==> config.mk <==
export PLATFORM = sky130hd
export DESIGN_NAME = aff_front
export DESIGN_NICKNAME = d
export VERILOG_FILES = /design/src/rtl/aff_pkg.sv /design/src/rtl/aff_front.sv
export SDC_FILE = /design/constraint.sdc
export NUM_CORES = 1
export LEC_CHECK = 0
export BUFFER_PORTS_ARGS = -buffer_cell sky130_fd_sc_hd__buf_2
export CORE_MARGIN = 5
export CORE_UTILIZATION = 52
export DETAILED_ROUTE_END_ITERATION = 10
export PLACE_DENSITY = 0.76
export SLEW_MARGIN = 20
export SYNTH_ARGS = -nofsm -noshare
export SYNTH_HDL_FRONTEND = slang
export SYNTH_SLANG_ARGS = --single-unit
==> constraint.sdc <==
create_clock -name aclk -period 4.1 [get_ports aclk]
set_input_delay 0.41 -clock aclk [delete_from_list [all_inputs] [get_ports aclk]]
set_output_delay 0.41 -clock aclk [all_outputs]
set_load 0.02 [all_outputs]
==> src/rtl/aff_pkg.sv <==
// Shared types and constants for the aging FIFO with next-hop lookup.
`timescale 1ns / 1ps

package aff_pkg;

    localparam int WORD_W = 32;
    localparam int CNT_W  = 7;
    localparam int OP_W   = 3;

    localparam logic [OP_W-1:0] OP_ENQ   = 3'd0;
    localparam logic [OP_W-1:0] OP_DEQ   = 3'd1;
    localparam logic [OP_W-1:0] OP_FIND  = 3'd2;
    localparam logic [OP_W-1:0] OP_TAKE  = 3'd3;
    localparam logic [OP_W-1:0] OP_FLUSH = 3'd4;

    localparam logic CFG_SIZE_LIMIT = 1'b0;
    localparam logic CFG_MAX_AGE    = 1'b1;

    localparam logic [CNT_W-1:0]  LIMIT_RESET = 7'd64;
    localparam logic [WORD_W-1:0] AGE_RESET   = 32'd1000;

    typedef enum logic [2:0] {
        KIND_ENQ,
        KIND_DEQ,
        KIND_FIND,
        KIND_TAKE,
        KIND_FLUSH,
        KIND_BAD
    } cmd_kind_t;

    typedef struct packed {
        cmd_kind_t         kind;
        logic [WORD_W-1:0] now;
        logic [WORD_W-1:0] hop;
        logic [WORD_W-1:0] tag;
    } cmd_t;

    typedef enum logic {
        ST_IDLE,
        ST_SCAN
    } state_t;

endpackage

==> src/rtl/aff_front.sv <==
// Front end: accepts input words, classifies the op and queues commands.
`timescale 1ns / 1ps

module aff_front (
    input  logic                     aclk,
    input  logic                     aresetn,
    input  logic                     s_valid,
    output logic                     s_ready,
    input  logic [aff_pkg::OP_W-1:0] s_op,
    input  logic [aff_pkg::WORD_W-1:0] s_now,
    input  logic [aff_pkg::WORD_W-1:0] s_next_hop,
    input  logic [aff_pkg::WORD_W-1:0] s_entry_tag,
    output logic                     cmd_valid,
    output aff_pkg::cmd_t            cmd,
    input  logic                     cmd_pop
);

    aff_pkg::cmd_t     slot_reg [2];
    logic              wp_reg, wp_next;
    logic              rp_reg, rp_next;
    logic [1:0]        fill_reg, fill_next;
    aff_pkg::cmd_kind_t kind;
    logic              push;

    always_comb begin
        case (s_op)
            aff_pkg::OP_ENQ:   kind = aff_pkg::KIND_ENQ;
            aff_pkg::OP_DEQ:   kind = aff_pkg::KIND_DEQ;
            aff_pkg::OP_FIND:  kind = aff_pkg::KIND_FIND;
            aff_pkg::OP_TAKE:  kind = aff_pkg::KIND_TAKE;
            aff_pkg::OP_FLUSH: kind = aff_pkg::KIND_FLUSH;
            default:           kind = aff_pkg::KIND_BAD;
        endcase
    end

    assign s_ready   = (fill_reg != 2'd2);
    assign push      = s_valid && s_ready;
    assign cmd_valid = (fill_reg != 2'd0);
    assign cmd       = slot_reg[rp_reg];

    always_comb begin
        wp_next   = push ? ~wp_reg : wp_reg;
        rp_next   = cmd_pop ? ~rp_reg : rp_reg;
        fill_next = fill_reg + {1'b0, push} - {1'b0, cmd_pop};
    end

    always_ff @(posedge aclk) begin
        if (!aresetn) begin
            wp_reg   <= 1'b0;
            rp_reg   <= 1'b0;
            fill_reg <= 2'd0;
        end else begin
            wp_reg   <= wp_next;
            rp_reg   <= rp_next;
            fill_reg <= fill_next;
        end
    end

    always_ff @(posedge aclk) begin
        if (push) begin
            slot_reg[wp_reg] <= '{kind: kind, now: s_now, hop: s_next_hop, tag: s_entry_tag};
        end
    end

endmodule

Word-level counts from Yosys, hierarchy flattened. Memory sizes are Yosys's and may differ from the RTL's. A register that Yosys moved wholly into a read port is not among the register bits. Index checks and enable logic that the tools add are counted.

Memories kept: 1. Output and inout port bits: 101. Input port bits: 103. Logic and storage cells: 21. RAM bits: 198. Bits in registers: 4.

Memory list: slot_reg (depth 2, bits a word 99, rd ports 1, clocked after Yosys merged registers in 1, wr ports 1, line aff_front.sv:18) `aff_pkg::cmd_t slot_reg [2];`.

Bitwise operators: 2. Add/sub/neg operators: 2. Mux-type cells: 5. Reductions and logical operators: 3. Equality and inequality tests: 5.

Operators with widths (number): 3-bit case mux with 5 select lines (1); 3-bit by 2-bit equality test with 1-bit output (second input constant) (2); 1-bit two-way mux (4); 3-bit by 1-bit equality test with 1-bit output (second input constant) (1); 3-bit equality test (second input constant) (1); 3-bit zero test (1); 2-bit by 1-bit adder with 2-bit output (1); 2-bit inequality test (second input constant) (1); 1-bit inverter (2); 2-bit nonzero test (1); 2-bit by 1-bit subtractor with 2-bit output (1); 1-bit logical AND (1).

Longest topological paths before layout. Gate-level depths: netlist (run 1).

Depth after elaboration: 4. Gate-level depth with buffers: 7. Mapped depth without buffers: 7.

Worst setup path before layout (run 1). OpenSTA, ideal clock, no wires.

Kind: register -> register. From: reg fill_reg[0]. To: mem slot_reg[1][0] in the netlist's numbering (enable). Setup time: 0.470 ns. Path buffers: 0. Arrival: 3.049 ns. Cell stages (with the launch flop): 3. Path slack: 0.581 ns. Cells stage by stage: dfxtp_1 nand2b_1 and3_1.

Word-level cells in the longest chain between the ends: 4.

RTL lines: from (decl) (line aff_front.sv:21) `logic [1:0] fill_reg, fill_next;`; from (signal assigned) (line aff_front.sv:55) `fill_reg <= fill_next;`; 2-bit inequality test (line aff_front.sv:36) `assign s_ready = (fill_reg != 2'd2);`; named net s_ready (line aff_front.sv:8) `output logic s_ready,`; 1-bit logical AND (line aff_front.sv:37) `assign push = s_valid && s_ready;`; 1-bit two-way mux (line aff_front.sv:60) `if (push) begin`; 1-bit two-way mux (not written as such) (line aff_front.sv:61) `slot_reg[wp_reg] <= '{kind: kind, now: s_now, hop: s_next_hop, tag: s_entry_tag};`; to (decl) (line aff_front.sv:18).

The timed path passes the listed nets, and every way through them passes these cells.

==> metrics.json, run 1 <==
{
  "run_status": {"value": "completed"},
  "clockBufferDepth": {"value": 3},
  "synth-edff-count": {"value": 198},
  "worst_slew_pin_slew": {"value": 1062, "unit": "ps"},
  "fp.coreArea": {"value": 13990, "unit": "um^2"},
  "clock_tree_from_tritoncts": {"value": "yes"},
  "avgSynthCellArea": {"value": 21.99, "unit": "um^2"},
  "max-vdd-ir-drop": {"value": 0.4000, "unit": "mV"},
  "yosys.cell_count.top_type": {"value": "sky130_fd_sc_hd__edfxtp_1"},
  "timing.fmax": {"value": 384.1, "unit": "MHz"},
  "numCtsBuffers": {"value": 20},
  "floorplan.die_area": {"value": 16830, "unit": "um^2"},
  "cts_resized": {"value": 0},
  "worst-endpoint-arrival": {"value": 2190, "unit": "ps"},
  "synth.top_cell.area_share": {"value": 79.74, "unit": "%"},
  "globalRouteTotalUtil": {"value": 16.28, "unit": "%"},
  "period_needed": {"value": 2604, "unit": "ps"},
  "post-route-util": {"value": 66.45, "unit": "%"},
  "timing.final.setup_violations": {"value": 0},
  "clockRootBuffer": {"value": "sky130_fd_sc_hd__clkbuf_16"},
  "ff2ff_setup_slack": {"value": 1850, "unit": "ps"},
  "first_pass_iters": {"value": 4},
  "yosys_register_bits": {"value": 203},
  "power.leakage": {"value": 3.511, "unit": "nW"},
  "areaGrowthSynthToFinish": {"value": 24.67, "unit": "%"},
  "setup_tns": {"value": 0, "unit": "ps"},
  "rows": {"value": 43},
  "post_cts_buffers": {"value": 0},
  "chipHeight": {"value": 129.7, "unit": "um"},
  "path_class": {"value": "reg2out"},
  "number_of_flip_flops_under_the_largest_register_name": {"value": 198},
  "grt_antenna_before_repair": {"value": 2},
  "route.detailed.drc": {"value": 0},
  "worstSkewPairLatency": {"value": 470, "unit": "ps"},
  "numClockSinks": {"value": 203},
  "critPathCaptureType": {"value": "output pin"},
  "maxCapViolCount": {"value": 0},
  "rsz0062_at_grt": {"value": "no"},
  "worst_hold_path.num_cells": {"value": 1},
  "gp_routability_congestion": {"value": 0.7231},
  "hold_path.startpoint": {"value": "s_next_hop[12]"},
  "synth_cell_type_count": {"value": 27},
  "grt_pass1_vias": {"value": 4130},
  "clk_pin_slew": {"value": 60, "unit": "ps"},
  "final.setup_skew": {"value": 7.051, "unit": "ps"},
  "worst_r2r_path_depth": {"value": 4},
  "syn-instance-count": {"value": 339},
  "die-width": {"value": 129.7, "unit": "um"},
  "finalHoldViolations": {"value": 0},
  "pwr_density_cell": {"value": 531.9, "unit": "nW/um^2"},
  "worst_r2r_start": {"value": "fill_reg[0]"},
  "slew-limit-headroom": {"value": 29.17, "unit": "%"},
  "worstHoldEndpoint": {"value": "slot_reg[1][44]"},
  "ctsHtreeMaxLevel": {"value": 1},
  "final_net_count": {"value": 661},
  "routed_vias": {"value": 3826},
  "placement.io_buffers": {"value": 203},
  "syn-num-nets": {"value": 443},
  "grt_pass1_wl": {"value": 21380, "unit": "um"},
  "path_max_fanout": {"value": 59},
  "postSynth.asyncResetShare": {"value": 0, "unit": "%"},
  "critPathRequiredTime": {"value": 3690, "unit": "ps"},
  "dr.first_iter.drc_count": {"value": 268},
  "timing.final.crit_share": {"value": 63.51, "unit": "%"},
  "postLayoutSetupSlackWorst": {"value": 1496, "unit": "ps"},
  "hpwl_dp": {"value": 9452, "unit": "um"},
  "start_util": {"value": 53.30, "unit": "%"},
  "synth.largest_area_cell": {"value": "sky130_fd_sc_hd__edfxtp_1"},
  "routed_wirelength": {"value": 14060, "unit": "um"},
  "timing.rr.end": {"value": "slot_reg[0][28]"},
  "cts.hold.buffers_added": {"value": 0},
  "routedWlPerCell": {"value": 18.70, "unit": "um"},
  "synth_flop_cell": {"value": "sky130_fd_sc_hd__edfxtp_1"},
  "ys_top_cells_by_count": {"value": "198 x sky130_fd_sc_hd__edfxtp_1, 89 x sky130_fd_sc_hd__mux2_2, 10 x sky130_fd_sc_hd__mux2_4, 8 x sky130_fd_sc_hd__buf_2, 5 x sky130_fd_sc_hd__dfxtp_1"},
  "timing.final.max_slew_violations": {"value": 0},
  "antenna_violating_nets_post_route": {"value": 0},
  "drive_above_1_share": {"value": 59.19, "unit": "%"},
  "ioPinCount": {"value": 204},
  "ys_top_cells_by_area": {"value": "sky130_fd_sc_hd__edfxtp_1 80%, sky130_fd_sc_hd__mux2_2 13%, sky130_fd_sc_hd__mux2_4 2.0%"},
  "vias_per_cell": {"value": 5.088},
  "overflow": {"value": 0},
  "pin_count_of_the_biggest_net_entering_global_routing": {"value": 82},
  "netlist_area_pre_place": {"value": 7456, "unit": "um^2"},
  "pre_cts_ws": {"value": 1828, "unit": "ps"},
  "worstHoldPathType": {"value": "in2reg"},
  "synth_warnings": {"value": 0},
  "ys_seq_area_share": {"value": 81.09, "unit": "%"},
  "crit_path_start_kind": {"value": "flop"}
}
-- logic make-up after synthesis --
logic type	Yosys count	synth area share [%]
simple gates	13	1.074
buf+inv	14	1.141
xor+xnor	2	0.2350
flops	203	81.09
compound gates	6	0.7049
mux	100	15.59
fa+ha+maj	1	0.1678
-- where the power goes --
part / total (mW) / switching, mW / internal (mW)
Sequential: 2.54 / 0.0563 / 2.49
Combinational: 0.710 / 0.428 / 0.282
Clock: 1.69 / 0.688 / 1.00
Total: 4.94 / 1.17 / 3.77
-- worst max path at each step --
stage	from	end	cells past startpoint
global placement	s_valid	slot_reg[0][15]	4
floorplan	fill_reg[0]	slot_reg[1][0]	2
detailed placement	fill_reg[0]	slot_reg[0][15]	4
finish	flop	cmd[48]	3
CTS	flop	cmd[98]	3
global route	flop	cmd[48]	3
-- worst max-delay path, cell delays in order, from the launching register on --
cell                      delay [ps]
sky130_fd_sc_hd__dfxtp_4         700
sky130_fd_sc_hd__buf_12          360
sky130_fd_sc_hd__mux2_2          400
sky130_fd_sc_hd__buf_2           160
-- placed cells by master (no fill, tap or decap), drive strengths merged, types with 2 or more instances in the layout --
| cell type | count |
|---|---|
| nand2 | 2 |
| clkbuf | 29 |
| edfxtp | 198 |
| buf | 208 |
| and2 | 3 |
| clkinv | 6 |
| inv | 2 |
| nand3b | 2 |
| a21boi | 2 |
| dfxtp | 5 |
| mux2 | 99 |
-- per-layer routing --
layer | wire length [um] | track usage [%] | vias up
li1 | - | - | 1782
met1 | 5562 | 21.51 | 1862
met2 | 6870 | 27.02 | 157
met3 | 1355 | 4.666 | 23
met4 | 251 | 4.095 | 2
met5 | 20 | 0 | -
-- cell type report --
class,count,area (um^2)
well taps,180,225.2
diodes,1,2.502
flip-flops and latches,203,6050
inverters,2,10.01
clock inverters,7,56.30
fillers,963,4693
repair buffers,208,1066
clock buffers,29,555.5
multi-input cells,122,1330
-- per-stage QoR --
step	cells	cell area, um^2	hold slack [ps]	power (mW)
CTS	751	9293	109.2	5.011
floorplan	339	7456	508.9	3.047
finish	752	9295	127.4	4.944
detailed placement	715	8681	562.5	3.310
global placement	715	8681	566.2	3.283
global route	752	9295	103.5	5.159
(Power assumes the default switching activity.)
==> inputs of run 2 (changes only) <==
--- a/config.mk
+++ b/config.mk
@@ -7,9 +7,9 @@
 export LEC_CHECK = 0
 export BUFFER_PORTS_ARGS = -buffer_cell sky130_fd_sc_hd__buf_2
 export CORE_MARGIN = 5
-export CORE_UTILIZATION = 52
+export CORE_UTILIZATION = 47
 export DETAILED_ROUTE_END_ITERATION = 10
-export PLACE_DENSITY = 0.76
+export PLACE_DENSITY = 0.73
 export SLEW_MARGIN = 20
 export SYNTH_ARGS = -nofsm -noshare
 export SYNTH_HDL_FRONTEND = slang
==> constraint.sdc (replaced) <==
create_clock -name aclk -period 2.1 [get_ports aclk]
set_input_delay 0.21 -clock aclk [delete_from_list [all_inputs] [get_ports aclk]]
set_output_delay 0.21 -clock aclk [all_outputs]
set_load 0.02 [all_outputs]
==> run 2 against run 1 <==
Compared with the run above:
- die area increased by 9.8%
- largest power group unchanged
- cell area increased by 12%
- routed wire length increased by 9.1%
- combinational power increased by 120%
- highest routed layer is now met4
- hold slack got worse by 98 ps
- cell count increased by 18%
- critical path depth unchanged
- sequential share of layout area decreased by 6.9 points
- register-to-register slack got worse by 1300 ps
==> metrics.json, run 2 (same netlist as run 1, synthesis figures left out) <==
{
  "timing.fmax": {"value": 515.9, "unit": "MHz"},
  "critPathRequiredTime": {"value": 1890, "unit": "ps", "change": "was 3690 ps"},
  "cpMaxStageDelayCell": {"value": "sky130_fd_sc_hd__mux2_2", "change": "was sky130_fd_sc_hd__dfxtp_4"},
  "number_of_flip_flops_under_the_largest_register_name": {"value": 198, "change": "unchanged"},
  "worst_slew_pin_slew": {"value": 460.1, "unit": "ps", "change": "was 1062 ps"},
  "pwr_density_cell": {"value": 962.1, "unit": "nW/um^2", "change": "was 531.9 nW/um^2"},
  "final_net_count": {"value": 760, "change": "was 661"},
  "die-width": {"value": 136.0, "unit": "um", "change": "was 129.7 um"},
  "start_util": {"value": 47.45, "unit": "%", "change": "was 53.30%"},
  "clk_pin_slew": {"value": 60, "unit": "ps", "change": "about the same"},
  "power.leakage": {"value": 3.953, "unit": "nW", "change": "was 3.511 nW"},
  "worstHoldPathType": {"value": "in2reg", "change": "unchanged"},
  "cts.hold.buffers_added": {"value": 97, "change": "was 0"},
  "post-route-util": {"value": 66.25, "unit": "%", "change": "was 66.45%"},
  "post_cts_buffers": {"value": 0, "change": "unchanged"},
  "placedCellCount": {"value": 752, "change": "was 715"},
  "clockBufferDepth": {"value": 3, "change": "unchanged"},
  "globalRouteTotalUtil": {"value": 16.17, "unit": "%", "change": "was 16.28%"},
  "critical_path.cell_chain": {"value": "buf_12 > mux2_2 > buf_2", "change": "unchanged"},
  "critPathCaptureType": {"value": "output pin", "change": "unchanged"},
  "areaGrowthSynthToFinish": {"value": 39.62, "unit": "%", "change": "was 24.67%"},
  "timing.final.max_slew_violations": {"value": 0, "change": "unchanged"},
  "dr.first_iter.drc_count": {"value": 154, "change": "was 268"},
  "numCtsBuffers": {"value": 21, "change": "was 20"},
  "ctsHtreeMaxLevel": {"value": 1, "change": "unchanged"},
  "chipHeight": {"value": 136.0, "unit": "um", "change": "was 129.7 um"},
  "maxCapViolCount": {"value": 0, "change": "unchanged"},
  "worstSkewPairLatency": {"value": 480, "unit": "ps", "change": "was 470 ps"},
  "numClockSinks": {"value": 203, "change": "unchanged"},
  "routed_vias": {"value": 4266, "change": "was 3,826"},
  "path_class": {"value": "reg2out", "change": "unchanged"},
  "crit_path_start_kind": {"value": "flop", "change": "unchanged"},
  "grt_antenna_before_repair": {"value": 0, "change": "was 2"},
  "postLayoutSetupSlackWorst": {"value": 161.5, "unit": "ps", "change": "was 1496 ps"},
  "fp.coreArea": {"value": 15710, "unit": "um^2", "change": "was 13,990 um^2"},
  "rsz0062_at_grt": {"value": "no", "change": "unchanged"},
  "slew-limit-headroom": {"value": 69.32, "unit": "%", "change": "was 29.17%"},
  "worst-endpoint-arrival": {"value": 1730, "unit": "ps", "change": "was 2190 ps"},
  "ioPinCount": {"value": 204, "change": "unchanged"},
  "setup_tns": {"value": 0, "unit": "ps", "change": "unchanged"},
  "route.detailed.drc": {"value": 0, "change": "unchanged"},
  "cts_resized": {"value": 0, "change": "unchanged"},
  "max-vdd-ir-drop": {"value": 0.6000, "unit": "mV", "change": "was 0.4000 mV"},
  "grt_pass1_vias": {"value": 4672, "change": "was 4,130"},
  "routedWlPerCell": {"value": 17.30, "unit": "um", "change": "was 18.70 um"},
  "fillers": {"value": 1034, "change": "was 963"},
  "final.setup_skew": {"value": 6.271, "unit": "ps", "change": "was 7.051 ps"},
  "path_max_fanout": {"value": 50, "change": "was 59"},
  "vias_per_cell": {"value": 4.809, "change": "was 5.088"},
  "totalPowerFinal": {"value": 10.02, "unit": "mW", "change": "was 4.944 mW"},
  "crit_path_max_incr_delay": {"value": 400, "unit": "ps", "change": "was 700 ps"},
  "pin_count_of_the_biggest_net_entering_global_routing": {"value": 73, "change": "was 82"},
  "run_status": {"value": "completed", "change": "unchanged"},
  "gp_routability_congestion": {"value": 0.7561, "change": "was 0.7231"},
  "layout_common_cells": {"value": "203 x sky130_fd_sc_hd__buf_2, 198 x sky130_fd_sc_hd__edfxtp_1, 97 x sky130_fd_sc_hd__dlygate4sd3_1", "change": "was 203 x sky130_fd_sc_hd__buf_2, 198 x sky130_fd_sc_hd__edfxtp_1, 89 x sky130_fd_sc_hd__mux2_2"},
  "first_pass_iters": {"value": 4, "change": "unchanged"},
  "antenna_violating_nets_post_route": {"value": 0, "change": "unchanged"},
  "routed_wirelength": {"value": 15340, "unit": "um", "change": "was 14,060 um"},
  "clock_tree_from_tritoncts": {"value": "yes", "change": "unchanged"},
  "placement.io_buffers": {"value": 203, "change": "unchanged"},
  "timing.final.crit_share": {"value": 92.31, "unit": "%"},
  "finalNonFillerCells": {"value": 887, "change": "was 752"},
  "grt_pass1_wl": {"value": 23480, "unit": "um", "change": "was 21,380 um"},
  "drive_above_1_share": {"value": 51.64, "unit": "%", "change": "was 59.19%"},
  "mostFrequentLayoutCell": {"value": "sky130_fd_sc_hd__buf_2", "change": "unchanged"},
  "clockRootBuffer": {"value": "sky130_fd_sc_hd__clkbuf_16", "change": "unchanged"},
  "pre_cts_ws": {"value": 593.6, "unit": "ps", "change": "was 1828 ps"},
  "finalHoldViolations": {"value": 0, "change": "unchanged"},
  "floorplan.die_area": {"value": 18480, "unit": "um^2", "change": "was 16,830 um^2"},
  "period_needed": {"value": 1938, "unit": "ps"},
  "timing.final.setup_violations": {"value": 0, "change": "unchanged"},
  "overflow": {"value": 0, "change": "unchanged"},
  "hpwl_dp": {"value": 9100, "unit": "um", "change": "was 9452 um"},
  "rows": {"value": 46, "change": "was 43"}
}
## run 2: path summary, 6_finish.rpt
check                            startpoint         endpoint  slack, ps  cells after the start
worst max register to register  fill_reg[0]  slot_reg[0][44]        580                      4
worst max-delay path                   flop          cmd[52]        160                      3
worst min register to register       rp_reg             flop        580                      2
worst min-delay path                s_op[0]  slot_reg[1][96]         30                      2
## run 2: final cells by class
type | instances | area (um^2) | area share [%]
Antenna cell | 1 | 2.502 | 0.02404
Clock buffer | 31 | 593.1 | 5.697
Clock inverter | 6 | 61.31 | 0.5889
Inverter | 2 | 11.26 | 0.1082
Multi-Input combinational cell | 122 | 1338 | 12.85
Sequential cell | 203 | 6052 | 58.14
Tap cell | 216 | 270.3 | 2.596
Timing Repair Buffer | 306 | 2082 | 20.00
## run 2: critical path: cells and delay by family (launching register included)
kind	cells	cell delay [ps]
buffers and inverters	2	440
flip-flops	1	370
multiplexers	1	400
## run 2: power breakdown
| part | switching [mW] | internal, mW |
|---|---|---|
| combinational | 0.900 | 0.693 |
| clock | 1.40 | 2.08 |
| sequential | 0.0882 | 4.85 |
| total | 2.39 | 7.63 |
## run 2: metrics by stage
step / hold slack [ps] / instance area [um^2]
finish: 29.47 / 10410
global route: 6.380 / 10410
CTS: 5.606 / 10410
detailed placement: 401.1 / 8782
global placement: 397.8 / 8782
floorplan: 308.9 / 7471
## run 2: routing by layer
layer  wire length, um  global-route usage (%)  vias to the layer above
met2              8104                   29.56                      179
met1              5884                   18.85                     2081
met3              1081                   4.145                       29
met5                 0                       0                        -
met4               274                   4.535                        0
li1                  -                       -                     1977
==> inputs of run 3 (changes only) <==
--- a/config.mk
+++ b/config.mk
@@ -6,7 +6,7 @@
 export NUM_CORES = 1
 export LEC_CHECK = 0
 export BUFFER_PORTS_ARGS = -buffer_cell sky130_fd_sc_hd__buf_2
-export CORE_MARGIN = 5
+export CORE_MARGIN = 2
 export CORE_UTILIZATION = 47
 export DETAILED_ROUTE_END_ITERATION = 10
 export PLACE_DENSITY = 0.73
==> run 3 against run 2 <==
Compared with the run above:
- critical endpoint is now cmd[21]
- via count up 0.94%
- utilization is 0.17 points higher
- largest power group unchanged
- sequential share of layout area down 0.15 points
- clock power decreased by 4%
- non-clock buffer count rose by 4
- critical path type unchanged
- register-to-register slack about the same
- critical path depth is the same
- highest routed layer unchanged
- routed wire length increased by 0.16%
- sequential power barely moved
==> metrics.json, run 3 (same netlist as run 1, synthesis figures left out) <==
{
  "power.leakage": {"value": 3.956, "unit": "nW", "change": "was 3.953 nW"},
  "route.detailed.drc": {"value": 0, "change": "unchanged"},
  "grt_pass1_vias": {"value": 4596, "change": "was 4,672"},
  "multi_input_comb_area": {"value": 1338, "unit": "um^2", "change": "unchanged"},
  "power.share.sequential": {"value": 49.9, "unit": "%", "change": "was 49.3%"},
  "final_net_count": {"value": 764, "change": "was 760"},
  "timing.final.setup_violations": {"value": 0, "change": "unchanged"},
  "ioPinCount": {"value": 204, "change": "unchanged"},
  "pin_count_of_the_biggest_net_entering_global_routing": {"value": 54, "change": "was 73"},
  "holdWs": {"value": 41.00, "unit": "ps", "change": "was 29.47 ps"},
  "crit_path_start_kind": {"value": "flop", "change": "unchanged"},
  "numCtsBuffers": {"value": 21, "change": "unchanged"},
  "worst_r2r_start": {"value": "fill_reg[0]", "change": "unchanged"},
  "chipHeight": {"value": 130.0, "unit": "um", "change": "was 136.0 um"},
  "placedCellCount": {"value": 755, "change": "was 752"},
  "timing.final.max_slew_violations": {"value": 0, "change": "unchanged"},
  "switchingPower": {"value": 2.380, "unit": "mW", "change": "was 2.387 mW"},
  "layout.area.seq": {"value": 6052, "unit": "um^2", "change": "unchanged"},
  "gp_routability_congestion": {"value": 0.7052, "change": "was 0.7561"},
  "globalRouteTotalUtil": {"value": 17.20, "unit": "%", "change": "was 16.17%"},
  "power_internal": {"value": 7.528, "unit": "mW", "change": "was 7.629 mW"},
  "grt_pass1_wl": {"value": 22390, "unit": "um", "change": "was 23,480 um"},
  "p_clk_share": {"value": 33.7, "unit": "%", "change": "was 34.8%"},
  "crit_path_max_incr_delay": {"value": 390, "unit": "ps", "change": "was 400 ps"},
  "run_status": {"value": "completed", "change": "unchanged"},
  "critPathRequiredTime": {"value": 1890, "unit": "ps", "change": "about the same"},
  "clk_pin_slew": {"value": 60, "unit": "ps", "change": "about the same"},
  "first_pass_iters": {"value": 4, "change": "unchanged"},
  "routed_wirelength": {"value": 15370, "unit": "um", "change": "was 15,340 um"},
  "worstHoldPathType": {"value": "in2reg", "change": "unchanged"},
  "worst_slew_pin_slew": {"value": 384.8, "unit": "ps", "change": "was 460.1 ps"},
  "cts_resized": {"value": 0, "change": "unchanged"},
  "pwr-share-comb": {"value": 16.4, "unit": "%", "change": "was 15.9%"},
  "final.setup_skew": {"value": 10.71, "unit": "ps", "change": "was 6.271 ps"},
  "vias_per_cell": {"value": 4.844, "change": "was 4.809"},
  "start_util": {"value": 47.45, "unit": "%", "change": "unchanged"},
  "grt_antenna_before_repair": {"value": 1, "change": "was 0"},
  "clock_tree_from_tritoncts": {"value": "yes", "change": "unchanged"},
  "layout_common_cells": {"value": "203 x sky130_fd_sc_hd__buf_2, 198 x sky130_fd_sc_hd__edfxtp_1, 98 x sky130_fd_sc_hd__dlygate4sd3_1", "change": "was 203 x sky130_fd_sc_hd__buf_2, 198 x sky130_fd_sc_hd__edfxtp_1, 97 x sky130_fd_sc_hd__dlygate4sd3_1"},
  "mostFrequentLayoutCell": {"value": "sky130_fd_sc_hd__buf_2", "change": "unchanged"},
  "placement.io_buffers": {"value": 203, "change": "unchanged"},
  "worstSkewPairLatency": {"value": 490, "unit": "ps", "change": "was 480 ps"},
  "routedWlPerCell": {"value": 17.29, "unit": "um", "change": "was 17.30 um"},
  "max-vdd-ir-drop": {"value": 0.6937, "unit": "mV", "change": "was 0.6000 mV"},
  "period_needed": {"value": 1894, "unit": "ps", "change": "was 1938 ps"},
  "path_class": {"value": "reg2out", "change": "unchanged"},
  "slew-limit-headroom": {"value": 74.35, "unit": "%", "change": "was 69.32%"},
  "areaGrowthSynthToFinish": {"value": 39.97, "unit": "%", "change": "was 39.62%"},
  "timing.fmax": {"value": 528.1, "unit": "MHz", "change": "was 515.9 MHz"},
  "drive_above_1_share": {"value": 51.19, "unit": "%", "change": "was 51.64%"},
  "antenna_violating_nets_post_route": {"value": 0, "change": "unchanged"},
  "path_max_fanout": {"value": 40, "change": "was 50"},
  "routed_vias": {"value": 4306, "change": "was 4,266"},
  "floorplan.die_area": {"value": 16890, "unit": "um^2", "change": "was 18,480 um^2"},
  "finish.instance_area": {"value": 10440, "unit": "um^2", "change": "was 10,410 um^2"},
  "post_cts_buffers": {"value": 0, "change": "unchanged"},
  "placed_area": {"value": 8842, "unit": "um^2", "change": "was 8782 um^2"},
  "fillers": {"value": 1056, "change": "was 1,034"},
  "dr.first_iter.drc_count": {"value": 213, "change": "was 154"},
  "number_of_flip_flops_under_the_largest_register_name": {"value": 198, "change": "unchanged"},
  "rows": {"value": 46, "change": "unchanged"},
  "critPathCaptureType": {"value": "output pin", "change": "unchanged"},
  "critical_path.cell_chain": {"value": "buf_12 > mux2_2 > buf_2", "change": "unchanged"},
  "hold_path.startpoint": {"value": "aresetn", "change": "was s_op[0]"},
  "overflow": {"value": 0, "change": "unchanged"},
  "die-width": {"value": 130.0, "unit": "um", "change": "was 136.0 um"},
  "setup_tns": {"value": 0, "unit": "ps", "change": "unchanged"},
  "rsz0062_at_grt": {"value": "no", "change": "unchanged"},
  "timing.final.crit_share": {"value": 90.17, "unit": "%", "change": "was 92.31%"},
  "ctsHtreeMaxLevel": {"value": 1, "change": "unchanged"},
  "numClockSinks": {"value": 203, "change": "unchanged"},
  "maxCapViolCount": {"value": 0, "change": "unchanged"},
  "hpwl_dp": {"value": 9234, "unit": "um", "change": "was 9100 um"},
  "clockBufferDepth": {"value": 3, "change": "unchanged"},
  "fp.coreArea": {"value": 15710, "unit": "um^2", "change": "unchanged"},
  "totalPowerFinal": {"value": 9.908, "unit": "mW", "change": "was 10.02 mW"},
  "cpMaxStageDelayCell": {"value": "sky130_fd_sc_hd__dfxtp_4", "change": "was sky130_fd_sc_hd__mux2_2"},
  "finalNonFillerCells": {"value": 889, "change": "was 887"},
  "switching_share": {"value": 24.02, "unit": "%", "change": "was 23.83%"},
  "pwr_density_cell": {"value": 949.3, "unit": "nW/um^2", "change": "was 962.1 nW/um^2"},
  "worst-endpoint-arrival": {"value": 1680, "unit": "ps", "change": "was 1730 ps"},
  "finalHoldViolations": {"value": 0, "change": "unchanged"},
  "clockRootBuffer": {"value": "sky130_fd_sc_hd__clkbuf_16", "change": "unchanged"}
}
==> run 3: power groups by stage <==
stage	Clock (mW)	Combinational, mW	Sequential (mW)
after global placement	0	1.45	5.00
after CTS	3.43	1.63	4.94
after detailed placement	0	1.48	5.03
after global routing	3.56	1.74	4.97
final	3.34	1.62	4.94
after floorplan	0	0.937	5.01
==> run 3: routing by layer <==
layer | vias up | global-route usage [%] | wire, um
met5 | - | 0 | 0
met4 | 0 | 5.123 | 267
met3 | 22 | 4.879 | 1166
met2 | 171 | 32.28 | 8003
met1 | 2121 | 18.89 | 5931
li1 | 1992 | - | -
==> run 3: what timing repair did <==
item	in CTS	in global routing
hold endpoints to repair	196	0
hold buffers	98	0
endpoints found under the setup margin	0	0
==> run 3: cell type report <==
class / count / share of cell area (%)
diodes: 1 / 0.02398
clock buffers: 29 / 5.323
clock inverters: 6 / 0.5275
inverters: 2 / 0.1079
multi-input cells: 122 / 12.82
flip-flops and latches: 203 / 57.99
well taps: 216 / 2.590
repair buffers: 310 / 20.62
==> run 3: stage by stage <==
step           util, %  setup WS (ps)
6_report         66.42          206.5
5_1_grt          66.42          157.8
4_1_cts          66.40          181.9
3_5_place_dp     56.27          582.9
3_3_place_gp     56.27          612.9
2_1_floorplan        -         -397.3
==> run 3: critical path: cells and delay by family, from the launching register on <==
kind,cells,cell delay [ps]
buffers and inverters,2,390
flip-flops,1,390
multiplexers,1,380
==> run 3: final timing paths <==
check	end	slack, ps	cells past startpoint
hold reg to reg	flop	570	2
hold / removal	fill_reg[1]	40	2
setup reg to reg	slot_reg[1][58]	580	3
setup / recovery	cmd[21]	210	3
